**src/rtl/rfb_pkg.sv**
```systemverilog
// ============================================================================
// rfb_pkg
// Shared types, constants and CRC-16/MODBUS helpers of the RS485 frame builder.
// ============================================================================
package rfb_pkg;

    localparam int QUEUE_DEPTH_DEF = 2;
    localparam int PADDR_W         = 3;
    localparam int PDATA_W         = 32;
    localparam logic [15:0] CRC_INIT = 16'hFFFF;

    localparam logic REQ_HEADER  = 1'b0;
    localparam logic REQ_PAYLOAD = 1'b1;

    localparam logic REG_HEADER_BYTE = 1'b0;

    typedef struct packed {
        logic       req_type;
        logic [7:0] sequence_number;
        logic [7:0] slave_address;
        logic [7:0] command;
        logic [7:0] payload_length;
        logic [7:0] payload_byte;
    } t_in_item;

    typedef struct packed {
        logic [7:0] tx_byte;
        logic       end_of_run;
        logic       end_of_frame;
        logic       protocol_error;
    } t_out_item;

    typedef enum logic [1:0] {
        KIND_HEADER = 2'd0,
        KIND_DATA   = 2'd1,
        KIND_ERROR  = 2'd2
    } t_cmd_kind;

    typedef struct packed {
        t_cmd_kind  kind;
        logic       close;
        logic [7:0] b0;
        logic [7:0] b1;
        logic [7:0] b2;
        logic [7:0] b3;
    } t_cmd;

    typedef struct packed {
        logic full;
        logic empty;
    } t_q_status;

    function automatic logic [15:0] crc_nib(input logic [3:0] idx);
        logic [15:0] v;
        case (idx)
            4'h0:    v = 16'h0000;
            4'h1:    v = 16'hCC01;
            4'h2:    v = 16'hD801;
            4'h3:    v = 16'h1400;
            4'h4:    v = 16'hF001;
            4'h5:    v = 16'h3C00;
            4'h6:    v = 16'h2800;
            4'h7:    v = 16'hE401;
            4'h8:    v = 16'hA001;
            4'h9:    v = 16'h6C00;
            4'hA:    v = 16'h7800;
            4'hB:    v = 16'hB401;
            4'hC:    v = 16'h5000;
            4'hD:    v = 16'h9C01;
            4'hE:    v = 16'h8801;
            default: v = 16'h4400;
        endcase
        return v;
    endfunction

    function automatic logic [15:0] crc_feed(input logic [15:0] crc, input logic [7:0] b);
        logic [15:0] c;
        c = crc_nib(b[3:0] ^ crc[3:0]) ^ {4'h0, crc[15:4]};
        c = crc_nib(b[7:4] ^ c[3:0]) ^ {4'h0, c[15:4]};
        return c;
    endfunction

endpackage

```
**src/rtl/rfb_front.sv**
```systemverilog
// ============================================================================
// rfb_front
// Accepts request transfers, tracks the open frame and queues byte commands.
// ============================================================================
module rfb_front (
    input  logic              i_clk,
    input  logic              i_rst_n,
    input  logic              i_in_valid,
    output logic              o_in_ready,
    input  rfb_pkg::t_in_item i_in_data,
    input  rfb_pkg::t_q_status i_q_status,
    output logic              o_push,
    output rfb_pkg::t_cmd     o_cmd
);
    import rfb_pkg::*;

    logic       r_frame_open;
    logic [7:0] r_bytes_remaining;
    logic       n_frame_open;
    logic [7:0] n_bytes_remaining;
    logic       accept;

    assign o_in_ready = !i_q_status.full;
    assign accept     = i_in_valid && o_in_ready;
    assign o_push     = accept;

    always_comb begin
        n_frame_open      = r_frame_open;
        n_bytes_remaining = r_bytes_remaining;
        o_cmd.b0    = i_in_data.sequence_number;
        o_cmd.b1    = i_in_data.slave_address;
        o_cmd.b2    = i_in_data.command;
        o_cmd.b3    = i_in_data.payload_length;
        o_cmd.close = 1'b0;
        o_cmd.kind  = KIND_ERROR;
        if (i_in_data.req_type == REQ_HEADER) begin
            o_cmd.kind        = KIND_HEADER;
            o_cmd.close       = (i_in_data.payload_length == 8'd0);
            n_frame_open      = (i_in_data.payload_length != 8'd0);
            n_bytes_remaining = i_in_data.payload_length;
        end else if (r_frame_open) begin
            o_cmd.kind        = KIND_DATA;
            o_cmd.b0          = i_in_data.payload_byte;
            o_cmd.close       = (r_bytes_remaining == 8'd1);
            n_frame_open      = (r_bytes_remaining != 8'd1);
            n_bytes_remaining = r_bytes_remaining - 8'd1;
        end
    end

    always_ff @(posedge i_clk) begin
        if (!i_rst_n) begin
            r_frame_open      <= 1'b0;
            r_bytes_remaining <= 8'd0;
        end else if (accept) begin
            r_frame_open      <= n_frame_open;
            r_bytes_remaining <= n_bytes_remaining;
        end
    end

    a_open_count: assert property (@(posedge i_clk) disable iff (!i_rst_n)
        r_frame_open == (r_bytes_remaining != 8'd0))
        else $error("frame open flag disagrees with remaining byte count");

    a_error_keeps_state: assert property (@(posedge i_clk) disable iff (!i_rst_n)
        (accept && o_cmd.kind == KIND_ERROR) |=> (!r_frame_open && r_bytes_remaining == 8'd0))
        else $error("error transfer changed frame state");

    a_close_ends_frame: assert property (@(posedge i_clk) disable iff (!i_rst_n)
        (accept && o_cmd.close) |=> !r_frame_open)
        else $error("frame still open after its closing command");

endmodule

```
**src/rtl/rfb_queue.sv**
```systemverilog
// ============================================================================
// rfb_queue
// Short command queue between the front and back parts of the frame builder.
// ============================================================================
module rfb_queue #(
    parameter int DEPTH = rfb_pkg::QUEUE_DEPTH_DEF
) (
    input  logic               i_clk,
    input  logic               i_rst_n,
    input  logic               i_push,
    input  rfb_pkg::t_cmd      i_push_cmd,
    input  logic               i_pop,
    output rfb_pkg::t_cmd      o_pop_cmd,
    output rfb_pkg::t_q_status o_status
);
    import rfb_pkg::*;

    localparam int PW = (DEPTH > 1) ? $clog2(DEPTH) : 1;
    localparam int CW = $clog2(DEPTH + 1);

    t_cmd          r_mem [DEPTH];
    logic [PW-1:0] r_wr_ptr;
    logic [PW-1:0] r_rd_ptr;
    logic [CW-1:0] r_count;
    logic          do_push;
    logic          do_pop;

    assign o_status.full  = (r_count == CW'(DEPTH));
    assign o_status.empty = (r_count == '0);
    assign do_push   = i_push && !o_status.full;
    assign do_pop    = i_pop && !o_status.empty;
    assign o_pop_cmd = r_mem[r_rd_ptr];

    always_ff @(posedge i_clk) begin
        if (do_push) begin
            r_mem[r_wr_ptr] <= i_push_cmd;
        end
    end

    always_ff @(posedge i_clk) begin
        if (!i_rst_n) begin
            r_wr_ptr <= '0;
            r_rd_ptr <= '0;
            r_count  <= '0;
        end else begin
            if (do_push) begin
                r_wr_ptr <= (r_wr_ptr == PW'(DEPTH - 1)) ? '0 : r_wr_ptr + 1'b1;
            end
            if (do_pop) begin
                r_rd_ptr <= (r_rd_ptr == PW'(DEPTH - 1)) ? '0 : r_rd_ptr + 1'b1;
            end
            if (do_push && !do_pop) begin
                r_count <= r_count + 1'b1;
            end else if (do_pop && !do_push) begin
                r_count <= r_count - 1'b1;
            end
        end
    end

    a_count_bound: assert property (@(posedge i_clk) disable iff (!i_rst_n)
        r_count <= CW'(DEPTH))
        else $error("queue count above depth");

    a_push_grows: assert property (@(posedge i_clk) disable iff (!i_rst_n)
        (do_push && !do_pop) |=> r_count == $past(r_count) + 1'b1)
        else $error("queue count did not grow on push");

    a_no_lost_push: assert property (@(posedge i_clk) disable iff (!i_rst_n)
        i_push |-> !o_status.full)
        else $error("push into a full queue");

endmodule

```
**src/rtl/rfb_back.sv**
```systemverilog
// ============================================================================
// rfb_back
// Emits the frame bytes of each queued command and keeps the running CRC.
// ============================================================================
module rfb_back (
    input  logic               i_clk,
    input  logic               i_rst_n,
    input  logic [7:0]         i_header_byte,
    input  rfb_pkg::t_q_status i_q_status,
    input  rfb_pkg::t_cmd      i_cmd,
    output logic               o_pop,
    output logic               o_out_valid,
    input  logic               i_out_ready,
    output rfb_pkg::t_out_item o_out_data
);
    import rfb_pkg::*;

    localparam logic [2:0] STEP_FIRST  = 3'd0;
    localparam logic [2:0] STEP_SEQ    = 3'd1;
    localparam logic [2:0] STEP_ADDR   = 3'd2;
    localparam logic [2:0] STEP_CMD    = 3'd3;
    localparam logic [2:0] STEP_LEN    = 3'd4;
    localparam logic [2:0] STEP_CRC_LO = 3'd5;
    localparam logic [2:0] STEP_CRC_HI = 3'd6;

    t_cmd       r_cmd;
    logic       r_busy;
    logic [2:0] r_step;
    logic [15:0] r_crc;
    t_out_item  r_out;
    logic       r_out_valid;

    t_out_item   cur;
    logic        feed;
    logic        last;
    logic [15:0] crc_base;
    logic [15:0] n_crc;
    logic        fire;

    always_comb begin
        cur      = '0;
        feed     = 1'b0;
        last     = 1'b0;
        crc_base = r_crc;
        case (r_cmd.kind)
            KIND_HEADER: begin
                if (r_step == STEP_FIRST) begin
                    crc_base = CRC_INIT;
                end
                feed = (r_step < STEP_CRC_LO);
                case (r_step)
                    STEP_FIRST:  cur.tx_byte = i_header_byte;
                    STEP_SEQ:    cur.tx_byte = r_cmd.b0;
                    STEP_ADDR:   cur.tx_byte = r_cmd.b1;
                    STEP_CMD:    cur.tx_byte = r_cmd.b2;
                    STEP_LEN:    cur.tx_byte = r_cmd.b3;
                    STEP_CRC_LO: cur.tx_byte = r_crc[7:0];
                    default:     cur.tx_byte = r_crc[15:8];
                endcase
                cur.end_of_frame = (r_step == STEP_CRC_HI);
                last = (r_step == STEP_LEN && !r_cmd.close) || (r_step == STEP_CRC_HI);
            end
            KIND_DATA: begin
                case (r_step)
                    STEP_FIRST: begin
                        cur.tx_byte = r_cmd.b0;
                        feed        = 1'b1;
                    end
                    STEP_SEQ: cur.tx_byte = r_crc[7:0];
                    default: begin
                        cur.tx_byte      = r_crc[15:8];
                        cur.end_of_frame = 1'b1;
                    end
                endcase
                last = (r_step == STEP_FIRST && !r_cmd.close) || (r_step == STEP_ADDR);
            end
            default: begin
                cur.protocol_error = 1'b1;
                last               = 1'b1;
            end
        endcase
        cur.end_of_run = last;
        n_crc = feed ? crc_feed(crc_base, cur.tx_byte) : r_crc;
    end

    assign fire  = r_busy && (!r_out_valid || i_out_ready);
    assign o_pop = (!r_busy || (fire && last)) && !i_q_status.empty;

    always_ff @(posedge i_clk) begin
        if (fire) begin
            r_out <= cur;
        end
        if (o_pop) begin
            r_cmd <= i_cmd;
        end
    end

    always_ff @(posedge i_clk) begin
        if (!i_rst_n) begin
            r_busy      <= 1'b0;
            r_step      <= STEP_FIRST;
            r_crc       <= CRC_INIT;
            r_out_valid <= 1'b0;
        end else begin
            if (fire) begin
                r_out_valid <= 1'b1;
                r_crc       <= n_crc;
            end else if (i_out_ready) begin
                r_out_valid <= 1'b0;
            end
            if (o_pop) begin
                r_busy <= 1'b1;
                r_step <= STEP_FIRST;
            end else begin
                if (fire) begin
                    r_step <= r_step + 3'd1;
                end
                if (fire && last) begin
                    r_busy <= 1'b0;
                end
            end
        end
    end

    assign o_out_valid = r_out_valid;
    assign o_out_data  = r_out;

    a_eof_is_last: assert property (@(posedge i_clk) disable iff (!i_rst_n)
        (r_out_valid && r_out.end_of_frame) |-> r_out.end_of_run)
        else $error("frame closed before the end of its run");

    a_error_form: assert property (@(posedge i_clk) disable iff (!i_rst_n)
        (r_out_valid && r_out.protocol_error) |->
            (r_out.tx_byte == 8'd0 && r_out.end_of_run && !r_out.end_of_frame))
        else $error("malformed error result");

    a_step_bound: assert property (@(posedge i_clk) disable iff (!i_rst_n)
        r_busy |-> (r_step <= STEP_CRC_HI))
        else $error("byte step out of range");

endmodule

```
**src/rtl/rs485_frame_builder_crc16.sv**
```systemverilog
// ============================================================================
// rs485_frame_builder_crc16
// RS485 command frame builder with CRC-16/MODBUS trailer.
// ============================================================================
// Requests arrive on the input channel (i_in_valid / o_in_ready / i_in_data).
// A header request produces the header byte, sequence, slave address, command
// and length bytes; a payload request produces its data byte. The CRC follows,
// low byte first, after the last payload byte or straight after a header with
// zero length. A payload request with no frame open gives one error result.
// Result bytes leave on the output channel (o_out_valid / i_out_ready /
// o_out_data), one per cycle while the receiver takes them.
// A request's first result passes the command queue, the command register
// and the output register. A header request yields five or seven bytes and a
// payload request one to three, one per cycle while the receiver takes them.
// Requests are taken while the command queue has room, so the input side keeps
// moving during a stall of the receiver until the queue fills.
// Reset clears the queue, the open frame and the CRC and sets the header byte
// register to zero. The header byte is written over APB at addresses 0 to 3.
// ============================================================================
module rs485_frame_builder_crc16 #(
    parameter int QUEUE_DEPTH = rfb_pkg::QUEUE_DEPTH_DEF
) (
    input  logic                        i_clk,
    input  logic                        i_rst_n,
    input  logic                        i_in_valid,
    output logic                        o_in_ready,
    input  rfb_pkg::t_in_item           i_in_data,
    output logic                        o_out_valid,
    input  logic                        i_out_ready,
    output rfb_pkg::t_out_item          o_out_data,
    input  logic                        psel,
    input  logic                        penable,
    input  logic                        pwrite,
    input  logic [rfb_pkg::PADDR_W-1:0] paddr,
    input  logic [rfb_pkg::PDATA_W-1:0] pwdata,
    output logic [rfb_pkg::PDATA_W-1:0] prdata,
    output logic                        pready
);
    import rfb_pkg::*;

    logic       header_wr;
    logic [7:0] r_header;
    logic       push;
    logic       pop;
    t_cmd       push_cmd;
    t_cmd       pop_cmd;
    t_q_status  q_status;
    logic       sel_header;

    assign pready     = 1'b1;
    assign sel_header = (paddr[PADDR_W-1] == REG_HEADER_BYTE);
    assign prdata     = sel_header ? {{(PDATA_W - 8){1'b0}}, r_header} : '0;
    assign header_wr  = psel && penable && pwrite && pready && sel_header;

    always_ff @(posedge i_clk) begin
        if (!i_rst_n) begin
            r_header <= 8'd0;
        end else if (header_wr) begin
            r_header <= pwdata[7:0];
        end
    end

    rfb_front u_front (
        .i_clk      (i_clk),
        .i_rst_n    (i_rst_n),
        .i_in_valid (i_in_valid),
        .o_in_ready (o_in_ready),
        .i_in_data  (i_in_data),
        .i_q_status (q_status),
        .o_push     (push),
        .o_cmd      (push_cmd)
    );

    rfb_queue #(
        .DEPTH (QUEUE_DEPTH)
    ) u_queue (
        .i_clk      (i_clk),
        .i_rst_n    (i_rst_n),
        .i_push     (push),
        .i_push_cmd (push_cmd),
        .i_pop      (pop),
        .o_pop_cmd  (pop_cmd),
        .o_status   (q_status)
    );

    rfb_back u_back (
        .i_clk         (i_clk),
        .i_rst_n       (i_rst_n),
        .i_header_byte (r_header),
        .i_q_status    (q_status),
        .i_cmd         (pop_cmd),
        .o_pop         (pop),
        .o_out_valid   (o_out_valid),
        .i_out_ready   (i_out_ready),
        .o_out_data    (o_out_data)
    );

endmodule
```
**config.mk**
```make
export PLATFORM = sky130hd
export DESIGN_NAME = rs485_frame_builder_crc16
export DESIGN_NICKNAME = d
export VERILOG_FILES = /design/src/rtl/rfb_pkg.sv /design/src/rtl/rfb_front.sv /design/src/rtl/rfb_queue.sv /design/src/rtl/rfb_back.sv /design/src/rtl/rs485_frame_builder_crc16.sv
export SDC_FILE = /design/constraint.sdc
export NUM_CORES = 1
export LEC_CHECK = 0
export ABC_CLOCK_PERIOD_IN_PS = 6600
export BUFFER_PORTS_ARGS = -buffer_cell sky130_fd_sc_hd__buf_2
export CELL_PAD_IN_SITES_DETAIL_PLACEMENT = 2
export CELL_PAD_IN_SITES_GLOBAL_PLACEMENT = 2
export CORE_UTILIZATION = 34
export CTS_CLUSTER_DIAMETER = 60
export DETAILED_ROUTE_END_ITERATION = 10
export PLACE_DENSITY_LB_ADDON = 0.1
export SYNTH_ARGS = -nofsm -noshare
export SYNTH_HDL_FRONTEND = slang
export SYNTH_SLANG_ARGS = --single-unit
```
**constraint.sdc**
```tcl
create_clock -name i_clk -period 6.6 [get_ports i_clk]
set_input_delay 1.32 -clock i_clk [delete_from_list [all_inputs] [get_ports i_clk]]
set_output_delay 1.32 -clock i_clk [all_outputs]
set_load 0.01 [all_outputs]
```
**Word-level counts from Yosys, hierarchy flattened**

Memories as Yosys holds them, arrays and structs flattened. A register that Yosys moved wholly into a read port is not among the register bits.
Cells that the tools add are included.

- Memory bits (writable): 70
- Input bits: 83
- Bits in registers: 53
- Latch bits: 0
- Output and inout bits: 46
- Word-level logic and storage cells: 107
- Bits in read-only memories: 224
- Memories: 3

- Multipliers: 0
- Add/subtract/negate cells: 6
- Divide/modulo/power cells: 0
- Multiplexer cells: 29
- Bitwise logic cells: 6
- $lt $le $gt $ge: 1
- Shifts and indexed selects: 0
- Equal/unequal tests: 11
- Reduce and logical (&&, ||, !) cells: 37

Memories:

| name | depth | bits a word | read ports | clocked after Yosys merged registers in | wr ports | RTL line | RTL |
|---|---|---|---|---|---|---|---|
| (name not given) | 16 | 7 | 1 | 0 | 0 | rfb_pkg.sv:55 | `case (idx)` |
| (name not given) | 16 | 7 | 1 | 0 | 0 | rfb_pkg.sv:55 |  |
| u_queue.r_mem | 2 | 35 | 1 | 1 | 1 | rfb_queue.sv:21 | `t_cmd r_mem [DEPTH];` |

Operators by type and width:

| cell | number |
|---|---|
| $pmux 8 s6 | 1 |
| $mux 16 | 2 |
| $mux 8 | 4 |
| $pmux 8 s2 | 2 |
| $xor 16x12->16 | 2 |
| $logic_and 1x1->1 | 13 |
| $mux 1 | 13 |
| $mux 11 | 1 |
| $eq 3x3->1 const B | 3 |
| $eq 8x1->1 const B | 1 |
| $logic_not 8->1 | 1 |
| $ne 8x1->1 const B | 1 |
| $reduce_bool 8->1 | 1 |
| $sub 8x1->8 const B | 1 |
| $xor 4x4->4 | 2 |
| $logic_not 1->1 | 7 |
| $eq 3x2->1 const B | 2 |
| $pmux 1 s2 | 3 |
| $reduce_bool 2->1 | 3 |
| $reduce_or 2->1 | 3 |
| $logic_not 2->1 | 2 |
| $logic_or 1x1->1 | 4 |
| $mux 2 | 2 |
| $reduce_and 2->1 | 2 |
| other kinds (12) | 14 |

**Longest topological paths before layout**

- Depth after elaboration: 11
- Mapped depth: 15
- Gate-level depth less buffers: 12

**Cells and area by module**

A second synthesis with hierarchy kept.

- Cell total of the unflattened synthesis: 614
- Area total of the unflattened synthesis: 7,634.8 um2

Modules (own cells, without submodules):

| module | times used | area an instance (um2) | cells an instance | seq. area each (um2) |
|---|---|---|---|---|
| rfb_back | 1 | 3,364.5 | 294 | 1,801.7 |
| rfb_queue | 1 | 2,757.6 | 134 | 2,202.1 |
| rfb_front | 1 | 915.9 | 115 | 180.2 |
| rs485_frame_builder_crc16 | 1 | 596.8 | 71 | 160.2 |

**Worst setup path after synthesis**

OpenSTA, ideal clock, no wires.

- Kind: input port to flip-flop
- Start point: input i_in_valid
- End point: memory u_queue.r_mem[0][0] (netlist bit), enable pin
- Required time: 6.173 ns
- Setup time: 0.427 ns
- Slack: 3.268 ns
- Arrival: 2.905 ns
- Stages: 2
- Buffers on the path: 0
- Path through: nand2_1 > nor2_1

- Word-level cells in the longest chain between the ends: 4

RTL lines:

| item | RTL line | RTL |
|---|---|---|
| start, declared | rs485_frame_builder_crc16.sv:25 | `input logic i_in_valid,` |
| $logic_and 1x1->1 | rfb_front.sv:24 | `assign accept = i_in_valid && o_in_ready;` |
| $logic_and 1x1->1 | rfb_queue.sv:30 | `assign do_push = i_push && !o_status.full;` |
| $mux 1 | rfb_queue.sv:35 | `if (do_push) begin` |
| $mux 1 (not written as such) | rfb_queue.sv:36 | `r_mem[r_wr_ptr] <= i_push_cmd;` |
| end, declared | rfb_queue.sv:21 |  |

No other way between the ends.

==> impl_metrics.yaml <==
run_status:
  outcome: "finished clean"
placement:
  port_buffers: 77
  dpl_worst_slack_ps: 2520
  place_congestion: 0.772
  place_hpwl_um: 13900
drt:
  drc_errors: 0
  drtPass1Iterations: 4
  vias: 4930
  ant_nets: 0
  drtIter0Drc: 223
  avgRoutedWirePerCell_um: 20.9
  viasPerCell: 5.21
  finalWirelength_um: 19800
sta:
  skew_ps: 13.9
  setup_viol: 0
  slew-limit-headroom: 0.221
  slew_violations: 0
  min_period_ps: 4090
  rsz0062_at_grt: "false"
  max_slew.worst_pin.slew_ps: 1170
  hold_viol_final: 0
  final.setup.worst_slack_ps: 2510
  clock.fmax_mhz: 244
  tns_ps: 0
  period_share: 0.620
finish:
  diodes: 0
  multi_input_area_mm2: 0.00268
  fillers: 2182
  drive_above_1_share: 0.266
  syn2layout_area_growth_pct: 15.0
  seq_area_mm2: 0.00432
  final_nets: 750
clock_tree:
  numCtsBuffers: 17
  cts_hold_buf: 0
  clock_latency_ps: 440
  path_clk_slew_ps: 70
  h-tree-depth: 4
  cts_tree: "done"
  clockBufferDepth: 2
  cts_resized: 0
  cts.sinks: 158
  root_buffer: "clkbuf_16"
  cts_setup_buffers: 0
worst_setup_path:
  worstRegToRegCells: 11
  rr_startpoint: "u_back.r_step[1]$_SDFFE_PP0P_"
  arrival_ps: 4380
  startpoint_type: "flop"
  critPathKind: "flop to flop"
  cp-end-kind: "flop"
  r2r-end: "u_back.r_crc[0]$_SDFFE_PN1P_"
  rrSetupSlack_ps: 2510
  worstPathRequired_ps: 6890
  crit_path_max_fanout: 19
yosys:
  yosysSeqAreaShare: 0.590
  synthFlopType: "edfxtp_1"
  yosysWarnings: 0
  synth_cells: 591
  avgSynthCellArea_um2: 12.4
  synth_edf_count: 116
  async_flop_share: 0
  synth_area_mm2: 0.00732
  synth_cell_types: 66
  ys_ff_latch: 158
floorplan:
  ios: 129
  row_count: 53
  core_area_mm2: 0.0211
  dieHeight_um: 149
  die_x_um: 149
  start_util: 0.347
  die-area_mm2: 0.0221
global_routing:
  grt_pass1_vias: 5343
  grt_overflow: 0
  antenna_found_initial: 0
  grt_max_degree: 37
  grt_pass1_wl_um: 31000
  track_usage: 0.190
min_path:
  holdPathEnd: "u_back.o_out_valid$_SDFFE_PN0P_"
  hp-class: "flop to flop"
  hold_path.startpoint: "u_back.r_busy$_SDFFE_PN0P_"
  hold_path_depth: 2
power:
  power_density_mw_per_mm2: 479
  leakage_uw: 0.00313
  ir_worst_vdd_uv: 242
flow_run:
  cap_violations: 0
synth_stat cells (8+ instances only):
library cell / count / area (um^2)
a21oi_1: 29 / 145
a22oi_1: 9 / 67.6
a31oi_1: 9 / 56.3
buf_4: 27 / 203
clkbuf_1: 19 / 71.3
dfxtp_1: 42 / 841
edfxtp_1: 116 / 3480
ha_1: 8 / 100
inv_1: 18 / 67.6
mux2_2: 46 / 518
nand2_1: 46 / 173
nor2_1: 38 / 143
nor2b_1: 10 / 62.6
nor3_1: 13 / 65.1
o211ai_1: 12 / 90.1
o21ai_0: 21 / 105
xnor2_1: 11 / 96.3
xor2_1: 9 / 78.8
per-stage QoR:
| step | cell area [um^2] | hold slack, ps | cells | utilization | power [uW] |
|---|---|---|---|---|---|
| 2_1_floorplan | 7410 | 434 | 614 | - | 2660 |
| 3_3_place_gp | 7850 | 460 | 915 | 0.372 | 3010 |
| 3_5_place_dp | 7850 | 465 | 915 | 0.372 | 3090 |
| 4_1_cts | 8430 | 475 | 947 | 0.400 | 4090 |
| 5_1_grt | 8430 | 510 | 947 | 0.400 | 4270 |
| 6_report | 8430 | 466 | 947 | 0.400 | 4040 |
sequential cells by signal (all words and copies together), names as in the netlist, 2 cells and up:
| name | count |
|---|---|
| u_queue.r_mem | 70 |
| u_back.r_crc | 16 |
| u_front.r_bytes_remaining | 8 |
| u_queue.r_count | 2 |
| u_back.r_step | 3 |
| r_header | 8 |
| u_back.r_cmd | 35 |
| u_back.o_out_data | 11 |
cells in the final DEF (no fill, tap or decap), types with 5 or more instances in the layout:
master,count
a22oi_1,9
o21ai_0,21
a22o_1,7
o22ai_1,6
ha_1,8
mux2_2,46
xnor2_1,11
inv_6,5
nand3_1,5
nand2_1,46
xor2_1,9
a21oi_1,29
conb_1,25
dfxtp_1,42
buf_4,6
nor2_1,37
inv_1,18
clkbuf_16,17
o211ai_1,12
edfxtp_1,116
nor2b_1,10
buf_2,77
a31oi_1,9
nor3_1,13
a211oi_1,6
nor4_1,7
layer usage:
layer / track usage / vias to the layer above / share of wire / routed length, um
li1: - / 2282 / - / -
met1: 0.247 / 2520 / 0.46 / 9080
met2: 0.311 / 106 / 0.49 / 9800
met3: 0.0382 / 22 / 0.031 / 612
met4: 0.0740 / 0 / 0.018 / 352
met5: 0 / - / 0 / 0
worst max path at each step:
stage / startpoint / endpoint / slack, ps
floorplan: i_in_valid / u_queue.r_mem[0][0]$_DFFE_PP_ / 3270
global placement: u_back.r_step[0]$_SDFFE_PP0P_ / u_back.r_crc[0]$_SDFFE_PN1P_ / 2650
detailed placement: u_back.r_step[0]$_SDFFE_PP0P_ / u_back.r_crc[0]$_SDFFE_PN1P_ / 2520
CTS: u_back.r_step[0]$_SDFFE_PP0P_ / u_back.r_crc[0]$_SDFFE_PN1P_ / 2490
global route: u_back.r_step[0]$_SDFFE_PP0P_ / u_back.r_crc[0]$_SDFFE_PN1P_ / 2250
finish: u_back.r_step[1]$_SDFFE_PP0P_ / u_back.r_crc[0]$_SDFFE_PN1P_ / 2510
final cells by class:
class	instances	share of cell area
sequential	158	0.513
clock buffer	17	0.0505
multi-input combinational	381	0.318
clock inverter	15	0.0181
inverter	18	0.00802
timing repair buffer	83	0.0511
tap	275	0.0408
logic make-up after synthesis:
| family | share of synthesized area |
|---|---|
| mux | 0.0782 |
| simple gates | 0.0981 |
| compound gates | 0.123 |
| fa+ha+maj | 0.0137 |
| other cells | 0.00103 |
| xor+xnor | 0.0391 |
| flops | 0.590 |
| buf+inv | 0.0562 |
critical path: stages (launching register included):
cell and delay (ps):
dfxtp_1 400, inv_1 100, ha_1 480, nor2_2 470, nand3_1 360, o21ai_0 340
o22ai_2 170, xor2_1 460, xnor3_1 460, xor3_2 460, nor3_2 200, a221oi_2 50
where the power goes:
| part | total, uW | internal [uW] | switching [uW] |
|---|---|---|---|
| combinational | 1490 | 625 | 865 |
| sequential | 1570 | 1410 | 164 |
| clock | 977 | 532 | 445 |
Power figures use the tool's default switching activity.
